$ cat src/rtl/core/rwm_ram.sv
// ----------------------------------------------------------------------------
// rwm_ram
// Generic single-write, single-read memory with registered read data.
// ----------------------------------------------------------------------------
module rwm_ram #(
  parameter int WIDTH = 16,
  parameter int DEPTH = 256
) (
  input  logic                     clk,
  input  logic                     we,
  input  logic [$clog2(DEPTH)-1:0] waddr,
  input  logic [WIDTH-1:0]         wdata,
  input  logic [$clog2(DEPTH)-1:0] raddr,
  output logic [WIDTH-1:0]         rdata
);

  logic [WIDTH-1:0] mem [DEPTH];

  always_ff @(posedge clk) begin
    if (we) begin
      mem[waddr] <= wdata;
    end
    rdata <= mem[raddr];
  end

endmodule

$ cat config.mk
export PLATFORM = sky130hd
export DESIGN_NAME = rwm_ram
export DESIGN_NICKNAME = d
export VERILOG_FILES = /design/src/rtl/core/rwm_ram.sv
export SDC_FILE = /design/constraint.sdc
export NUM_CORES = 2
export LEC_CHECK = 0
export ABC_AREA = 1
export BUFFER_PORTS_ARGS = -buffer_cell sky130_fd_sc_hd__buf_2
export CAP_MARGIN = 0
export CELL_PAD_IN_SITES_DETAIL_PLACEMENT = 0
export CELL_PAD_IN_SITES_GLOBAL_PLACEMENT = 1
export CORE_UTILIZATION = 25
export CTS_BUF_LIST = sky130_fd_sc_hd__clkbuf_4 sky130_fd_sc_hd__clkbuf_8
export CTS_CLUSTER_DIAMETER = 200
export CTS_CLUSTER_SIZE = 25
export DETAILED_ROUTE_END_ITERATION = 8
export PLACE_DENSITY = 0.52
export SETUP_SLACK_MARGIN = 0.3
export SYNTH_ARGS = -nofsm -noshare
export SYNTH_HDL_FRONTEND = slang
export SYNTH_SLANG_ARGS = --single-unit
export TNS_END_PERCENT = 5
$ cat constraint.sdc
create_clock -name clk -period 3.3 [get_ports clk]
set_input_delay 0.99 -clock clk [delete_from_list [all_inputs] [get_ports clk]]
set_output_delay 0.99 -clock clk [all_outputs]
set_load 0.1 [all_outputs]
==> results_dict.tcl <==
set metrics [dict create \
    final_util_pct 28.8 \
    syn_to_final_growth_pct 14.5 \
    dpl.hpwl_mm 361 \
    start_util_pct 25.1 \
    critPathMaxFanout 33 \
    r2r_start "mem[55][8]" \
    p_leak_nw 64.8 \
    async_flop_share_pct 0 \
    worst_slew_pin_slew_ns 1.37 \
    ys_seq_area_share_pct 74.4 \
    seq_area_sq_um 123000 \
    synth_ff_type "edfxtp_1" \
    cts_buffers 186 \
    end_kind "flip-flop" \
    yosysUniqueCellTypes 15 \
    grt_max_degree 94 \
    cts-htree-levels 4 \
    vias 107000 \
    crit_family "simple AND/OR/NAND/NOR gates" \
    detail_route.wl_per_cell_microns 25.1 \
    gp_congestion 0.800 \
    fill_cells 67500 \
    clock-sinks 4112 \
    groute.usage.overall_pct 16.7 \
    hold_viol_final 0 \
    clockRootBuffer "clkbuf_8" \
    routed_wl_mm 577 \
    cts_hold_buffers 0 \
    critPathArrivalTime_ns 4.17 \
    cts_setup_buffers 0 \
    die_h_microns 816 \
    syn_nets 13700 \
    rows 298 \
    cp.required_ns 4.39 \
    yosysTopAreaCell "edfxtp_1" \
    crit_slowest_cell "nand3_1" \
    max_stage_delay_ns 0.51 \
    period_share_pct 93.2 \
    setup_viol 0 \
    ys_ff_latch 4112 \
    ir_worst_vdd_mv 0.347 \
    drtIter0Drc 10500 \
    grt_pass1_wl_mm 813 \
    hold_class "in -> reg" \
    layout.nets 14200 \
    grt_pass1_vias 103000 \
    critPathBufInv 7 \
    dieArea_sq_um 666000 \
    crit_chain "buf_12, inv_16, buf_12, buf_12, buf_12, buf_4, buf_4, nand2_1, nand3_1, nand3_1, nand3_1, nand3_1, nand3_1, nand3_1, nand2_1, nand2_1, nand2_1" \
    ios 50 \
    r2r_slack_ns 0.84 \
    slew_headroom_pct 8.70 \
    ys_warn_count 0 \
    drc 0 \
    synth_area_sq_um 166000 \
    clockBufferDepth 4 \
    hold_start "wdata[13]" \
    drive_gt1_share_pct 11.9 \
    rr_worst_depth 12 \
    rsz0062_at_grt "yes" \
    first_pass_iters 6 \
    antenna_found_initial 43 \
    synth.area.top_cells "edfxtp_1, nand3_1, nand2_1" \
    synth_top_area_share_pct 74.2 \
    startpoint_type "input pin" \
    path_depth 17 \
    io_buffer_count 49 \
    slew_violations 0 \
    antenna_left 0 \
    status "finished, final reports clean" \
    cts_resized 60 \
    synth_cells 13600 \
    synth_edf_count 4096 \
    path_common_cell "nand3_1" \
    syn_area_per_cell_sq_um 12.2 \
    max-cap-violations 0 \
    fmax_mhz 325 \
    dpl_cell_area_sq_um 186000 \
    crit_start "raddr[0]" \
    ys_top_cells_by_count "nand2_1, edfxtp_1, nand3_1" \
    finClkSkew_ns 0.0983 \
    cp-endpoint "rdata[11]" \
    multiInputGateArea_sq_um 37400 \
    synth.most_common_cell "nand2_1" \
    clock_latency_ns 1.20 \
    rr_endpoint "rdata[8]" \
    cts_tree "built" \
    path_class "in -> reg" \
    dieWidth_microns 816 \
    fin_area_sq_um 190000 \
    power_density_nw_per_um2 466 \
    vias_per_cell 4.67 \
    period_needed_ns 3.08 \
    fp.coreArea_sq_um 660000 \
    grt-ovfl-total 0 \
    path_clk_slew_ns 0.15 \
]
[layer usage]
layer | GRT usage (%) | up-vias | wire length [microns]
li1 | - | 49400 | -
met1 | 24.3 | 55000 | 270000
met2 | 27.1 | 2546 | 268000
met3 | 1.90 | 403 | 28700
met4 | 3.14 | 0 | 11300
met5 | 0 | - | 0
[kinds of logic after synthesis]
| family | Yosys count | synth area share [%] |
|---|---|---|
| DFF | 4112 | 74.4 |
| buffers and inverters | 976 | 3.21 |
| and+or+nand+nor | 8529 | 22.4 |
[cell type report]
| cell class | count | area share (%) |
|---|---|---|
| diodes | 18 | 0.0237 |
| clock buffers | 239 | 1.57 |
| clock inverters | 11 | 0.0600 |
| inverters | 39 | 0.105 |
| multi-input cells | 8529 | 19.7 |
| flip-flops and latches | 4112 | 65.0 |
| well taps | 8700 | 5.74 |
| repair buffers | 1339 | 7.82 |
[stage by stage]
step / hold WS, ns / power [mW] / TNS (ns) / worst slack (ns) / cells
5_1_grt: 0.118 / 91.2 / 0 / 0.229 / 23000
6_report: 0.207 / 88.4 / 0 / 0.223 / 23000
2_1_floorplan: 0.835 / 62.5 / 0 / 0.470 / 13600
4_1_cts: 0.0618 / 89.3 / 0 / 0.166 / 23000
3_5_place_dp: 1.05 / 67.5 / -9.45 / -0.920 / 22700
3_3_place_gp: 1.06 / 67.5 / -9.67 / -0.989 / 22700
[sequential cells by signal (all words and copies together), names as in the netlist]
name   count
rdata     16
mem     4096
[worst min-delay path by stage]
stage	slack [ns]	to	cells past startpoint
2_1_floorplan	0.84	rdata[0]	10
3_5_place_dp	1.05	rdata[13]	10
5_1_grt	0.12	mem[46][7]	1
4_1_cts	0.06	mem[46][7]	1
6_report	0.21	mem[31][13]	1
3_3_place_gp	1.06	rdata[14]	10
[power by group]
part,leakage [nW],total (mW),switching (mW),internal [mW]
clock network,1.64,22.1,16.2,5.91
registers,36.9,57.6,0.140,57.5
logic,26.2,8.67,6.11,2.56
total,64.8,88.4,22.4,66.0
[placed cells by master, fill, tap and decap left out, drive strengths merged]
cell type,synthesis,routed
buf,783,1339
clkbuf,154,239
clkinv,0,3
clkinvlp,0,2
dfxtp,16,16
diode,0,18
edfxtp,4096,4096
inv,39,45
nand2,4211,4211
nand3,4035,4035
nor2,283,283
(Power assumes the default switching activity.)
