**src/rtl/core/rwm_div.sv**
```systemverilog
// ----------------------------------------------------------------------------
// rwm_div
// Bit-serial restoring divider, signed dividend by unsigned divisor,
// quotient truncated toward zero, one quotient bit per cycle.
// ----------------------------------------------------------------------------
module rwm_div #(
  parameter int DIVIDEND_W = 24,
  parameter int DIVISOR_W  = 9
) (
  input  logic                         clk,
  input  logic                         rst,
  input  logic                         start,
  input  logic signed [DIVIDEND_W-1:0] dividend,
  input  logic [DIVISOR_W-1:0]         divisor,
  output logic                         busy,
  output logic signed [DIVIDEND_W-1:0] quotient
);

  localparam int CW = $clog2(DIVIDEND_W + 1);

  logic [DIVIDEND_W-1:0] mag;
  logic [DIVISOR_W-1:0]  rem;
  logic [DIVISOR_W-1:0]  dsr;
  logic                  neg;
  logic [CW-1:0]         count;

  logic [DIVISOR_W:0] trial;
  logic [DIVISOR_W:0] rem_next;
  logic               fits;

  always_comb begin
    trial    = {rem, mag[DIVIDEND_W-1]};
    fits     = trial >= {1'b0, dsr};
    rem_next = fits ? trial - {1'b0, dsr} : trial;
  end

  // quotient bits shift into mag as the dividend bits shift out
  always_ff @(posedge clk) begin
    if (rst) begin
      busy  <= 1'b0;
      count <= '0;
    end else if (start) begin
      busy  <= 1'b1;
      count <= CW'(DIVIDEND_W);
      mag   <= dividend[DIVIDEND_W-1] ? DIVIDEND_W'(-dividend) : DIVIDEND_W'(dividend);
      neg   <= dividend[DIVIDEND_W-1];
      rem   <= '0;
      dsr   <= divisor;
    end else if (busy) begin
      mag   <= {mag[DIVIDEND_W-2:0], fits};
      rem   <= rem_next[DIVISOR_W-1:0];
      count <= count - CW'(1);
      if (count == CW'(1)) begin
        busy <= 1'b0;
      end
    end
  end

  assign quotient = neg ? -$signed(mag) : $signed(mag);

endmodule

```
**config.mk**
```make
export PLATFORM = sky130hd
export DESIGN_NAME = rwm_div
export DESIGN_NICKNAME = d
export VERILOG_FILES = /design/src/rtl/core/rwm_div.sv
export SDC_FILE = /design/constraint.sdc
export NUM_CORES = 1
export LEC_CHECK = 0
export BUFFER_PORTS_ARGS = -buffer_cell sky130_fd_sc_hd__buf_2
export CORE_AREA = 2 2 101 103
export DETAILED_ROUTE_END_ITERATION = 8
export DIE_AREA = 0 0 103 105
export PLACE_DENSITY = 0.58
export SYNTH_ARGS = -nofsm -noshare
export SYNTH_HDL_FRONTEND = slang
export SYNTH_SLANG_ARGS = --single-unit
```
**constraint.sdc**
```tcl
create_clock -name clk -period 4 [get_ports clk]
set_input_delay 1 -clock clk [delete_from_list [all_inputs] [get_ports clk]]
set_output_delay 1 -clock clk [all_outputs]
set_load 0.05 [all_outputs]
```
==> qor.yml, run 1 <==
min_path:
  min_path_type: "flip-flop to flip-flop"
  hold_depth: 2
  hold_end: "count[1]"
  hold_start: "count[1]"
clocking:
  holdBufCountCts: 0
  root_buffer: "clkbuf_8"
  postCtsSetupBuffers: 0
  cts_resized: 0
  cts_tree: "built"
  clk_latency_ns: 0.30
  cts-htree-levels: 2
  clk_pin_slew_ns: 0.09
  cts_sinks: 49
  cts_buffers: 5
  clk_path_buf_depth: 2
route:
  viasPerCell: 4.97
  postRouteWirelength_mm: 7.67
  post-route-drc-count: 0
  first_iter_violations: 96
  routedWlPerCell_um: 14.4
  vias: 2644
  postRouteAntennaNets: 0
  dr.pass1.iters: 4
power:
  vdd_drop_max_v: 0.000126
  power_per_cell_area_nw_per_um2: 359
  power_leakage_uw: 0.00151
  finalPower_uw: 1390
placement:
  io_buffers: 60
  gp_congestion: 0.816
  dpl_cell_area_um2: 3780
  hpwlAfterDp_mm: 5.76
timing:
  final-max-slew-violation-count: 0
  fin_crit_sh: 0.884
  setup_viol: 0
  skew_ns: 0.00817
  fin_tns_setup_ns: 0
  fmax_ghz: 0.283
  rsz0062_at_grt: "false"
  slew_headroom: 0.381
  worstMarginPinSlew_ns: 0.927
  post-route-min-period_ns: 3.54
  hold_violations: 0
worst_setup_path:
  regToRegEndpoint: "rem[2]"
  arrival_ns: 2.54
  cp_slowest_cell: "edfxtp_1"
  start_kind: "flip-flop"
  crit_chain: "or3_4 > or3_4 > or3_4 > o31ai_2 > xnor2_1 > buf_2"
  crit_top_cell: "or3_4"
  required_ns: 3.00
  slowest_delay_ns: 0.45
  r2r_slack_ns: 1.09
  reg2reg_from: "mag[23]"
  ff2ff_path_depth: 10
  end_kind: "output port"
  crit_fanout: 4
  worstSetupPathType: "flip-flop to output port"
grt:
  grt_max_degree: 66
  track_usage: 0.147
  antenna_found_initial: 0
  grt_pass1_vias: 2611
  gr-total-overflow: 0
  grt_pass1_wl_mm: 12.4
final_layout:
  drive_above_1_share: 0.211
  diodes: 0
  areaGrowthSynthToFinish_pct: 15.8
  design_area_um2: 3870
  nets: 448
synthesis:
  synth_most_common_cell: "edfxtp_1"
  yosysWarningCount: 0
  synth_flop_cell: "edfxtp_1"
  avgSynthCellArea_um2: 9.82
  synthArstFlopShare: 0
  syn-num-nets: 390
  synthDistinctLibCells: 48
  synth.cell_area_um2: 3340
  synth-edff-count: 43
  synth_top_cell_by_area: "edfxtp_1"
  ys_ff_latch: 49
  ys_seq_area_frac: 0.423
  synth_area_leaders: "edfxtp_1 39%, xnor2_1 7.3%, xor2_1 6.3%"
  synth_commonest_cells: "43 x edfxtp_1, 41 x nor2_1, 28 x xnor2_1"
  synth_top_cell_area_share: 0.387
  synth_cells: 340
floorplan:
  die_h_um: 105
  io_pins: 61
  die_w_um: 103
  num_rows: 36
  start_util: 0.346
  dieArea_um2: 10800
  coreArea_um2: 9640
status:
  status: "complete, no violations"
flow_run:
  cap_violations: 0
## layer usage
metal | wire length [um] | global-route usage | part of all wire
met5 | 0 | 0 | 0
met4 | 200 | 0.0602 | 0.026
met3 | 352 | 0.0268 | 0.046
met2 | 3610 | 0.231 | 0.47
met1 | 3510 | 0.197 | 0.46
## power breakdown
part / switching, uW / internal, uW / leakage, uW / total (uW)
clock network: 168 / 118 / 0.0000430 / 287
registers: 37.0 / 609 / 0.000457 / 646
logic: 297 / 160 / 0.00101 / 457
## sequential cells by signal (all words and copies together), names as in the netlist
signal and flops:
rem 9, busy 1, dsr 9, count 5, neg 1, mag 24
## final cells by class
| class | count | area [um2] |
|---|---|---|
| fillers | 988 | 5770 |
| multi-input cells | 260 | 1810 |
| flip-flops and latches | 49 | 1410 |
| repair buffers | 64 | 330 |
| well taps | 133 | 166 |
| clock buffers | 5 | 68.8 |
| inverters | 18 | 67.6 |
| clock inverters | 3 | 12.5 |
## stage by stage
step	std cells	hold slack, ns	util	worst slack, ns
floorplan	340	0.477	-	0.787
global placement	524	0.493	0.393	0.835
detailed placement	524	0.495	0.393	0.787
CTS	532	0.510	0.401	0.441
global route	532	0.552	0.401	0.240
finish	532	0.516	0.401	0.463
## how the worst max path moves through the flow
stage | from | slack, ns | cells after the start | end
2_1_floorplan | mag[12] | 0.79 | 5 | quotient[18]
3_3_place_gp | mag[17] | 0.84 | 6 | quotient[23]
3_5_place_dp | mag[11] | 0.79 | 6 | quotient[18]
4_1_cts | mag[11] | 0.44 | 6 | quotient[18]
5_1_grt | mag[9] | 0.24 | 6 | quotient[18]
6_report | mag[11] | 0.46 | 6 | quotient[18]
## layout by cell type (no fill, tap or decap), types with 2 or more instances in the layout
cell type	Yosys	routed
nand3_1	8	8
inv_1	18	18
nor2b_1	3	3
nand2_1	20	20
o41ai_1	6	6
nand3b_1	5	5
o31ai_1	14	14
xor2_1	24	24
ha_1	13	13
or3_4	4	4
nor4b_1	3	3
buf_2	1	60
nand4_1	3	3
o21ai_0	12	12
nor4_2	2	2
o21a_1	2	2
mux2i_1	7	7
xnor2_1	28	28
nor2_1	41	40
nor3_1	5	5
nor4_1	2	2
buf_4	1	4
or4_1	3	3
a21oi_1	26	26
clkbuf_8	0	5
clkinv_1	0	2
a21o_1	4	4
and3_1	3	3
dfxtp_1	6	6
or2_1	2	2
edfxtp_1	43	43
o31ai_2	4	4
## kinds of logic after synthesis
group,after synthesis,share of synthesized area
xor gates and xnor gates,52,0.136
AOI/OAI and AO/OA,78,0.160
and+or+nand+nor,109,0.169
adders and majority gates,14,0.0547
DFF,49,0.423
muxes,7,0.0210
buffers and inverters,31,0.0363
## worst max-delay path, delay by kind of cell (launching register included)
kind	cells	cell delay [ns]
AND/OR/NAND/NOR	3	1.15
flip-flops	1	0.45
buffers and inverters	1	0.27
AO/OA/AOI/OAI	1	0.23
XOR/XNOR	1	0.14
No activity file was read; power rests on OpenSTA's default activity.
==> run 2: changes to the inputs <==
--- a/config.mk
+++ b/config.mk
@@ -9,7 +9,7 @@
 export CORE_AREA = 2 2 101 103
 export DETAILED_ROUTE_END_ITERATION = 8
 export DIE_AREA = 0 0 103 105
-export PLACE_DENSITY = 0.58
+export PLACE_DENSITY = 0.6
 export SYNTH_ARGS = -nofsm -noshare
 export SYNTH_HDL_FRONTEND = slang
 export SYNTH_SLANG_ARGS = --single-unit
==> constraint.sdc (replaced) <==
create_clock -name clk -period 3.2 [get_ports clk]
set_input_delay 0.8 -clock clk [delete_from_list [all_inputs] [get_ports clk]]
set_output_delay 0.8 -clock clk [all_outputs]
set_load 0.05 [all_outputs]
==> run 2 against run 1 <==
Against the previous run:
- via count grew 3.4%
- first-iteration DRC count grew 26%
- critical path depth is the same
- sequential power grew 25%
- worst setup slack lost 0.46 ns
- hold slack gained 0.0016 ns
- global-route usage grew 0.33 points
- wire length grew 0.83%
- critical endpoint is now quotient[23]
- highest routed layer unchanged
==> qor.yml, run 2 (same netlist as run 1, synthesis figures left out) <==
final_layout:
  nets: 458  # was 448
  reg_top3: "mag x24, dsr x9, rem x9"  # unchanged
  layout_common_cells: "53 x buf_2, 43 x edfxtp_1, 39 x nor2_1"  # was 60 x buf_2, 43 x edfxtp_1, 40 x nor2_1
  largest_reg_flops: 24  # unchanged
  fin_util: 0.419  # was 0.401
  drive_above_1_share: 0.242  # was 0.211
  final_common_cell: "buf_2"  # unchanged
  regMostFlops: "mag"  # unchanged
  nFillCells: 992  # was 988
  areaGrowthSynthToFinish_pct: 20.9  # was 15.8%
timing:
  hold_violations: 0  # unchanged
  setup_viol: 0  # unchanged
  worstMarginPinSlew_ns: 1.01  # was 0.927 ns
  post-route-min-period_ns: 3.20
  skew_ns: 0.0159  # was 0.00817 ns
  rsz0062_at_grt: "true"  # was false
  fin_crit_sh: 1.00
  final-max-slew-violation-count: 0  # unchanged
  fmax_ghz: 0.313
  slew_headroom: 0.327  # was 0.381
worst_setup_path:
  reg2reg_from: "mag[23]"  # unchanged
  timing.critical_path.from: "mag[17]"  # was mag[11]
  slowest_delay_ns: 0.42  # was 0.45 ns
  critPathTopFamily: "simple AND/OR/NAND/NOR gates"  # unchanged
  start_kind: "flip-flop"  # unchanged
  r2r_slack_ns: 0.65  # was 1.09 ns
  ff2ff_path_depth: 10  # unchanged
  arrival_ns: 2.40  # was 2.54 ns
  cp_slowest_cell: "or4_4"  # was edfxtp_1
  end_kind: "output port"  # unchanged
  regToRegEndpoint: "rem[4]"  # was rem[2]
  worstSetupPathType: "flip-flop to output port"  # unchanged
  required_ns: 2.40  # was 3.00 ns
  crit_chain: "or3_4 > or4_4 > or2_4 > o31ai_2 > xnor2_1 > buf_4"  # was or3_4 > or3_4 > or3_4 > o31ai_2 > xnor2_1 > buf_2
  crit_fanout: 3  # was 4
  crit_buf_inv: 1  # unchanged
floorplan:
  die_h_um: 105  # unchanged
  dieArea_um2: 10800  # unchanged
  start_util: 0.346  # unchanged
  die_w_um: 103  # unchanged
  num_rows: 36  # unchanged
  coreArea_um2: 9640  # unchanged
  io_pins: 61  # unchanged
route:
  postRouteAntennaNets: 0  # unchanged
  vias: 2733  # was 2644
  postRouteWirelength_mm: 7.73  # was 7.67 mm
  dr.pass1.iters: 4  # unchanged
  first_iter_violations: 121  # was 96
  post-route-drc-count: 0  # unchanged
  routedWlPerCell_um: 14.2  # was 14.4 um
  viasPerCell: 5.03  # was 4.97
grt:
  track_usage: 0.150  # was 0.147
  grt_max_degree: 59  # was 66
  grt_pass1_vias: 2657  # was 2611
  grt_pass1_wl_mm: 12.9  # was 12.4 mm
  antenna_found_initial: 1  # was 0
  gr-total-overflow: 0  # unchanged
power:
  comb_power_share: 0.334  # was 0.329
  clkPwrFrac: 0.213  # was 0.206
  power_per_cell_area_nw_per_um2: 442  # was 359 nW/um2
  seq_power_share: 0.453  # was 0.465
  switchingPower_uw: 626  # was 502 uW
  vdd_drop_max_v: 0.000176  # was 0.000126 V
  intPower_uw: 1160  # was 887 uW
  finalPower_uw: 1780  # was 1390 uW
  power_leakage_uw: 0.00157  # was 0.00151 uW
  p_sw_frac: 0.351  # was 0.361
clocking:
  clk_pin_slew_ns: 0.10  # was 0.09 ns
  cts_sinks: 49  # unchanged
  root_buffer: "clkbuf_8"  # unchanged
  clk_path_buf_depth: 2  # unchanged
  holdBufCountCts: 0  # unchanged
  cts_buffers: 5  # unchanged
  clk_latency_ns: 0.31  # was 0.30 ns
  cts-htree-levels: 2  # unchanged
  cts_tree: "built"  # unchanged
min_path:
  hold_start: "count[1]"  # unchanged
  min_path_type: "flip-flop to flip-flop"  # unchanged
  hold_end: "count[1]"  # unchanged
  hold_depth: 2  # unchanged
placement:
  io_buffers: 60  # unchanged
  hpwlAfterDp_mm: 5.69  # was 5.76 mm
  gp_congestion: 0.898  # was 0.816
status:
  status: "complete, no violations"  # unchanged
flow_run:
  cap_violations: 0  # unchanged
-- run 2: power by group through the flow --
stage,combinational (uW),clock [uW],sequential [uW]
floorplan,436,0,810
global placement,570,0,820
detailed placement,574,0,823
CTS,596,396,806
global route,653,415,817
finish,595,381,809
-- run 2: layout make-up --
| class | instances | area [um2] | share of cell area |
|---|---|---|---|
| diodes | 1 | 2.50 | 0.000620 |
| clock buffers | 8 | 90.1 | 0.0223 |
| inverters | 18 | 67.6 | 0.0167 |
| multi-input cells | 260 | 1860 | 0.462 |
| flip-flops and latches | 49 | 1410 | 0.350 |
| well taps | 133 | 166 | 0.0412 |
| repair buffers | 74 | 435 | 0.108 |
-- run 2: worst max-delay path by stage --
stage / end / cells past startpoint
global placement: quotient[18] / 6
CTS: quotient[22] / 6
detailed placement: quotient[18] / 6
global route: quotient[18] / 6
floorplan: quotient[18] / 5
finish: quotient[23] / 6
-- run 2: worst register-to-register path, delay by kind of cell (launching register included) --
kind                     cells  cell delay (ns)
AO/OA/AOI/OAI                3             0.67
adder cells (fa/ha/maj)      2             0.56
buffers and inverters        3             0.34
flip-flops                   1             0.44
multiplexers                 1             0.22
AND/OR/NAND/NOR              1             0.06
-- run 2: repair_timing --
item / in CTS / in global routing
setup buffers: 5 / 3
setup endpoints to repair: 7 / 11
resized for setup: 10 / 6
pin swaps: 1 / 5
-- run 2: per-stage QoR --
step	setup TNS (ns)	std cells	hold slack [ns]	cell area [um2]	setup WS, ns
6_report	0	543	0.518	4040	0.000111
5_1_grt	-0.376	543	0.559	4040	-0.0783
4_1_cts	-0.0187	539	0.520	3980	-0.00743
3_5_place_dp	0	526	0.506	3810	0.175
3_3_place_gp	0	526	0.493	3810	0.231
2_1_floorplan	0	340	0.477	3340	0.187
-- run 2: layer usage --
layer,GRT usage,wire [um],share of wire,vias to the layer above
met3,0.0274,279,0.036,7
met1,0.201,3500,0.45,1289
met5,0,0,0,-
met2,0.239,3820,0.49,64
li1,-,-,-,1373
met4,0.0564,132,0.017,0
==> run 3: changes to the inputs <==
==> config.mk (replaced) <==
export PLATFORM = sky130hd
export DESIGN_NAME = rwm_div
export DESIGN_NICKNAME = d
export VERILOG_FILES = /design/src/rtl/core/rwm_div.sv
export SDC_FILE = /design/constraint.sdc
export NUM_CORES = 1
export LEC_CHECK = 0
export ABC_AREA = 1
export BUFFER_PORTS_ARGS = -buffer_cell sky130_fd_sc_hd__buf_2
export CORE_AREA = 2 2 109 111
export DETAILED_ROUTE_END_ITERATION = 8
export DIE_AREA = 0 0 111 113
export PLACE_DENSITY = 0.59
export SYNTH_ARGS = -nofsm -noshare
export SYNTH_HDL_FRONTEND = slang
export SYNTH_SLANG_ARGS = --single-unit
==> run 3 against run 2 <==
Against the previous run:
- first-iteration DRC count up 51%
- highest routed layer unchanged
- fmax up 12%
- core utilization down 1.8 points
- critical path depth up 5
- cell count up 38%
- die area up 16%
- non-clock buffer count down 7
- area after synthesis up 16%
- worst setup slack better by 0.33 ns
- clock skew down 0.011 ns
- total power up 16%
- register-to-register slack better by 0.35 ns
==> qor.yml, run 3 <==
status:
  status: "complete, no violations"  # unchanged
clocking:
  root_buffer: "clkbuf_16"  # was clkbuf_8
  cts_resized: 0  # was 10
  postCtsSetupBuffers: 0  # was 5
  cts_tree: "built"  # unchanged
  cts-htree-levels: 2  # unchanged
  cts_buffers: 5  # unchanged
  clk_latency_ns: 0.29  # was 0.31 ns
  clk_pin_slew_ns: 0.07  # was 0.10 ns
  holdBufCountCts: 0  # unchanged
  cts_sinks: 49  # unchanged
  clk_path_buf_depth: 2  # unchanged
synthesis:
  synth_top_cell_area_share: 0.332  # was 0.387
  synth-adder-area-share: 0.0470  # was 0.0547
  synth_commonest_cells: "156 x nand2_1, 71 x nor2_1, 64 x inv_1"  # was 43 x edfxtp_1, 41 x nor2_1, 28 x xnor2_1
  synth_cells: 543  # was 340
  synthSimpleGateAreaFrac: 0.361  # was 0.169
  synth_most_common_cell: "nand2_1"  # was edfxtp_1
  syn-num-nets: 593  # was 390
  synth-compound-area-share: 0.0834  # was 0.160
  synth_flop_cell: "edfxtp_1"  # unchanged
  synth_top_cell_by_area: "edfxtp_1"  # unchanged
  synth-edff-count: 43  # unchanged
  synth_xor_area_frac: 0.0586  # was 0.136
  yosysWarningCount: 0  # unchanged
  synth_mux_area_frac: 0  # was 0.0210
  synth_top_family_by_area: "simple AND/OR/NAND/NOR gates"  # unchanged
  ys_seq_area_frac: 0.363  # was 0.423
  synthArstFlopShare: 0  # unchanged
  synthDistinctLibCells: 36  # was 48
  avgSynthCellArea_um2: 7.16  # was 9.82 um2
  synth.cell_area_um2: 3890  # was 3340 um2
  synth_area_leaders: "edfxtp_1 33%, nand2_1 15%, nor2_1 6.9%"  # was edfxtp_1 39%, xnor2_1 7.3%, xor2_1 6.3%
  ys_ff_latch: 49  # unchanged
worst_setup_path:
  required_ns: 2.40  # about the same
  worstSetupPathType: "flip-flop to output port"  # unchanged
  crit_buf_inv: 3  # was 1
  end_kind: "output port"  # unchanged
  ff2ff_path_depth: 11  # was 10
  r2r_slack_ns: 1.00  # was 0.65 ns
  crit_chain: "inv_1 > ha_1 > nand2_2 > nor2_4 > inv_2 > nor2_2 > nand2_1 > o21ai_1 > nand2_1 > nand2_1 > buf_2"  # was or3_4 > or4_4 > or2_4 > o31ai_2 > xnor2_1 > buf_4
  critPathTopFamily: "simple AND/OR/NAND/NOR gates"  # unchanged
  crit_top_cell: "nand2_1"
  crit_fanout: 4  # was 3
  reg2reg_from: "mag[23]"  # unchanged
  start_kind: "flip-flop"  # unchanged
  regToRegEndpoint: "rem[4]"  # unchanged
  cp_slowest_cell: "edfxtp_1"  # was or4_4
  arrival_ns: 2.07  # was 2.40 ns
  slowest_delay_ns: 0.40  # was 0.42 ns
floorplan:
  die_w_um: 111  # was 103 um
  start_util: 0.345  # was 0.346
  dieArea_um2: 12500  # was 10800 um2
  coreArea_um2: 11300  # was 9640 um2
  die_h_um: 113  # was 105 um
  io_pins: 61  # unchanged
  num_rows: 39  # was 36
final_layout:
  drive_above_1_share: 0.184  # was 0.242
  layout_common_cells: "156 x nand2_1, 70 x nor2_1, 64 x inv_1"  # was 53 x buf_2, 43 x edfxtp_1, 39 x nor2_1
  final_common_cell: "nand2_1"  # was buf_2
  diodes: 0  # was 1
  nFillCells: 1162  # was 992
  regMostFlops: "mag"  # unchanged
  nets: 653  # was 458
  areaGrowthSynthToFinish_pct: 16.3  # was 20.9%
  reg_top3: "mag x24, dsr x9, rem x9"  # unchanged
  largest_reg_flops: 24  # unchanged
timing:
  setup_viol: 0  # unchanged
  fin_crit_sh: 0.896  # was 1.00
  holdWs_ns: 0.482  # was 0.518 ns
  slew_headroom: 0.479  # was 0.327
  worstMarginPinSlew_ns: 0.780  # was 1.01 ns
  fmax_ghz: 0.349  # was 0.313 GHz
  fin_tns_setup_ns: 0  # unchanged
  post-route-min-period_ns: 2.87  # was 3.20 ns
  skew_ns: 0.00467  # was 0.0159 ns
  rsz0062_at_grt: "false"  # was true
  final-max-slew-violation-count: 0  # unchanged
  hold_violations: 0  # unchanged
route:
  first_iter_violations: 183  # was 121
  viasPerCell: 4.81  # was 5.03
  postRouteWirelength_mm: 9.76  # was 7.73 mm
  dr.pass1.iters: 4  # unchanged
  routedWlPerCell_um: 13.1  # was 14.2 um
  vias: 3594  # was 2733
  post-route-drc-count: 0  # unchanged
  postRouteAntennaNets: 0  # unchanged
power:
  power_leakage_uw: 0.00211  # was 0.00157 uW
  power_per_cell_area_nw_per_um2: 458  # was 442 nW/um2
  finalPower_uw: 2070  # was 1780 uW
  vdd_drop_max_v: 0.000246  # was 0.000176 V
placement:
  io_buffers: 60  # unchanged
  gp_congestion: 0.828  # was 0.898
  hpwlAfterDp_mm: 7.66  # was 5.69 mm
grt:
  track_usage: 0.157  # was 0.150
  met1_usage: 0.218  # was 0.201
  grt_most_used_layer: "met2"  # unchanged
  grt_pass1_wl_mm: 16.0  # was 12.9 mm
  antenna_found_initial: 0  # was 1
  grt_pass1_vias: 3463  # was 2657
  grt_max_degree: 29  # was 59
  gr-total-overflow: 0  # unchanged
  met3_usage: 0.0198  # was 0.0274
  grt_util_met2: 0.248  # was 0.239
min_path:
  hold_start: "count[4]"  # was count[1]
  hold_end: "count[4]"  # was count[1]
  min_path_type: "flip-flop to flip-flop"  # unchanged
  hold_depth: 2  # unchanged
flow_run:
  cap_violations: 0  # unchanged
[run 3: logic make-up (layout without fill, tap and decap cells)]
group,after synthesis,count (layout)
adders and majority gates,14,14
DFF,49,49
and+or+nand+nor,319,319
buffers and inverters,81,142
xor gates and xnor gates,26,26
AOI/OAI and AO/OA,54,54
[run 3: layout make-up]
class	count	area [um2]	area share
Tap cell	143	179	0.0396
Inverter	67	251	0.0556
Clock inverter	3	47.5	0.0105
Clock buffer	5	125	0.0277
Timing Repair Buffer	67	365	0.0808
Multi-Input combinational cell	413	2140	0.473
Sequential cell	49	1410	0.312
[run 3: tightest hold or removal path, delay by kind of cell (launching register included)]
kind             cells  cell delay (ns)
AND/OR/NAND/NOR      1             0.06
AO/OA/AOI/OAI        1             0.06
flip-flops           1             0.32
[run 3: power by group]
part	leakage [uW]	total (uW)	internal, uW	switching, uW
clock network	0.0000848	628	375	253
registers	0.000462	803	760	43.5
logic	0.00157	639	194	445
[run 3: worst max-delay path by stage]
| stage | startpoint | endpoint | cells after the start |
|---|---|---|---|
| after floorplan | start | mag[0] | 3 |
| after global placement | mag[0] | quotient[18] | 11 |
| after detailed placement | mag[1] | quotient[18] | 11 |
| after CTS | mag[1] | quotient[18] | 11 |
| after global routing | mag[1] | quotient[12] | 11 |
| final | mag[1] | quotient[12] | 11 |
[run 3: metrics by stage]
| stage | setup WS (ns) | utilization | area (um2) | std cells |
|---|---|---|---|---|
| floorplan | 0.261 | - | 3890 | 543 |
| finish | 0.333 | 0.401 | 4520 | 747 |
| CTS | 0.329 | 0.401 | 4520 | 747 |
| global route | 0.157 | 0.401 | 4520 | 747 |
| global placement | 0.715 | 0.386 | 4350 | 739 |
| detailed placement | 0.659 | 0.386 | 4350 | 739 |
[run 3: metal layers]
metal | up-vias | wire length, um | share of wire
met3 | 14 | 382 | 0.039
li1 | 1888 | - | -
met1 | 1608 | 4900 | 0.50
met2 | 84 | 4250 | 0.44
met4 | 0 | 227 | 0.023
met5 | - | 0 | 0
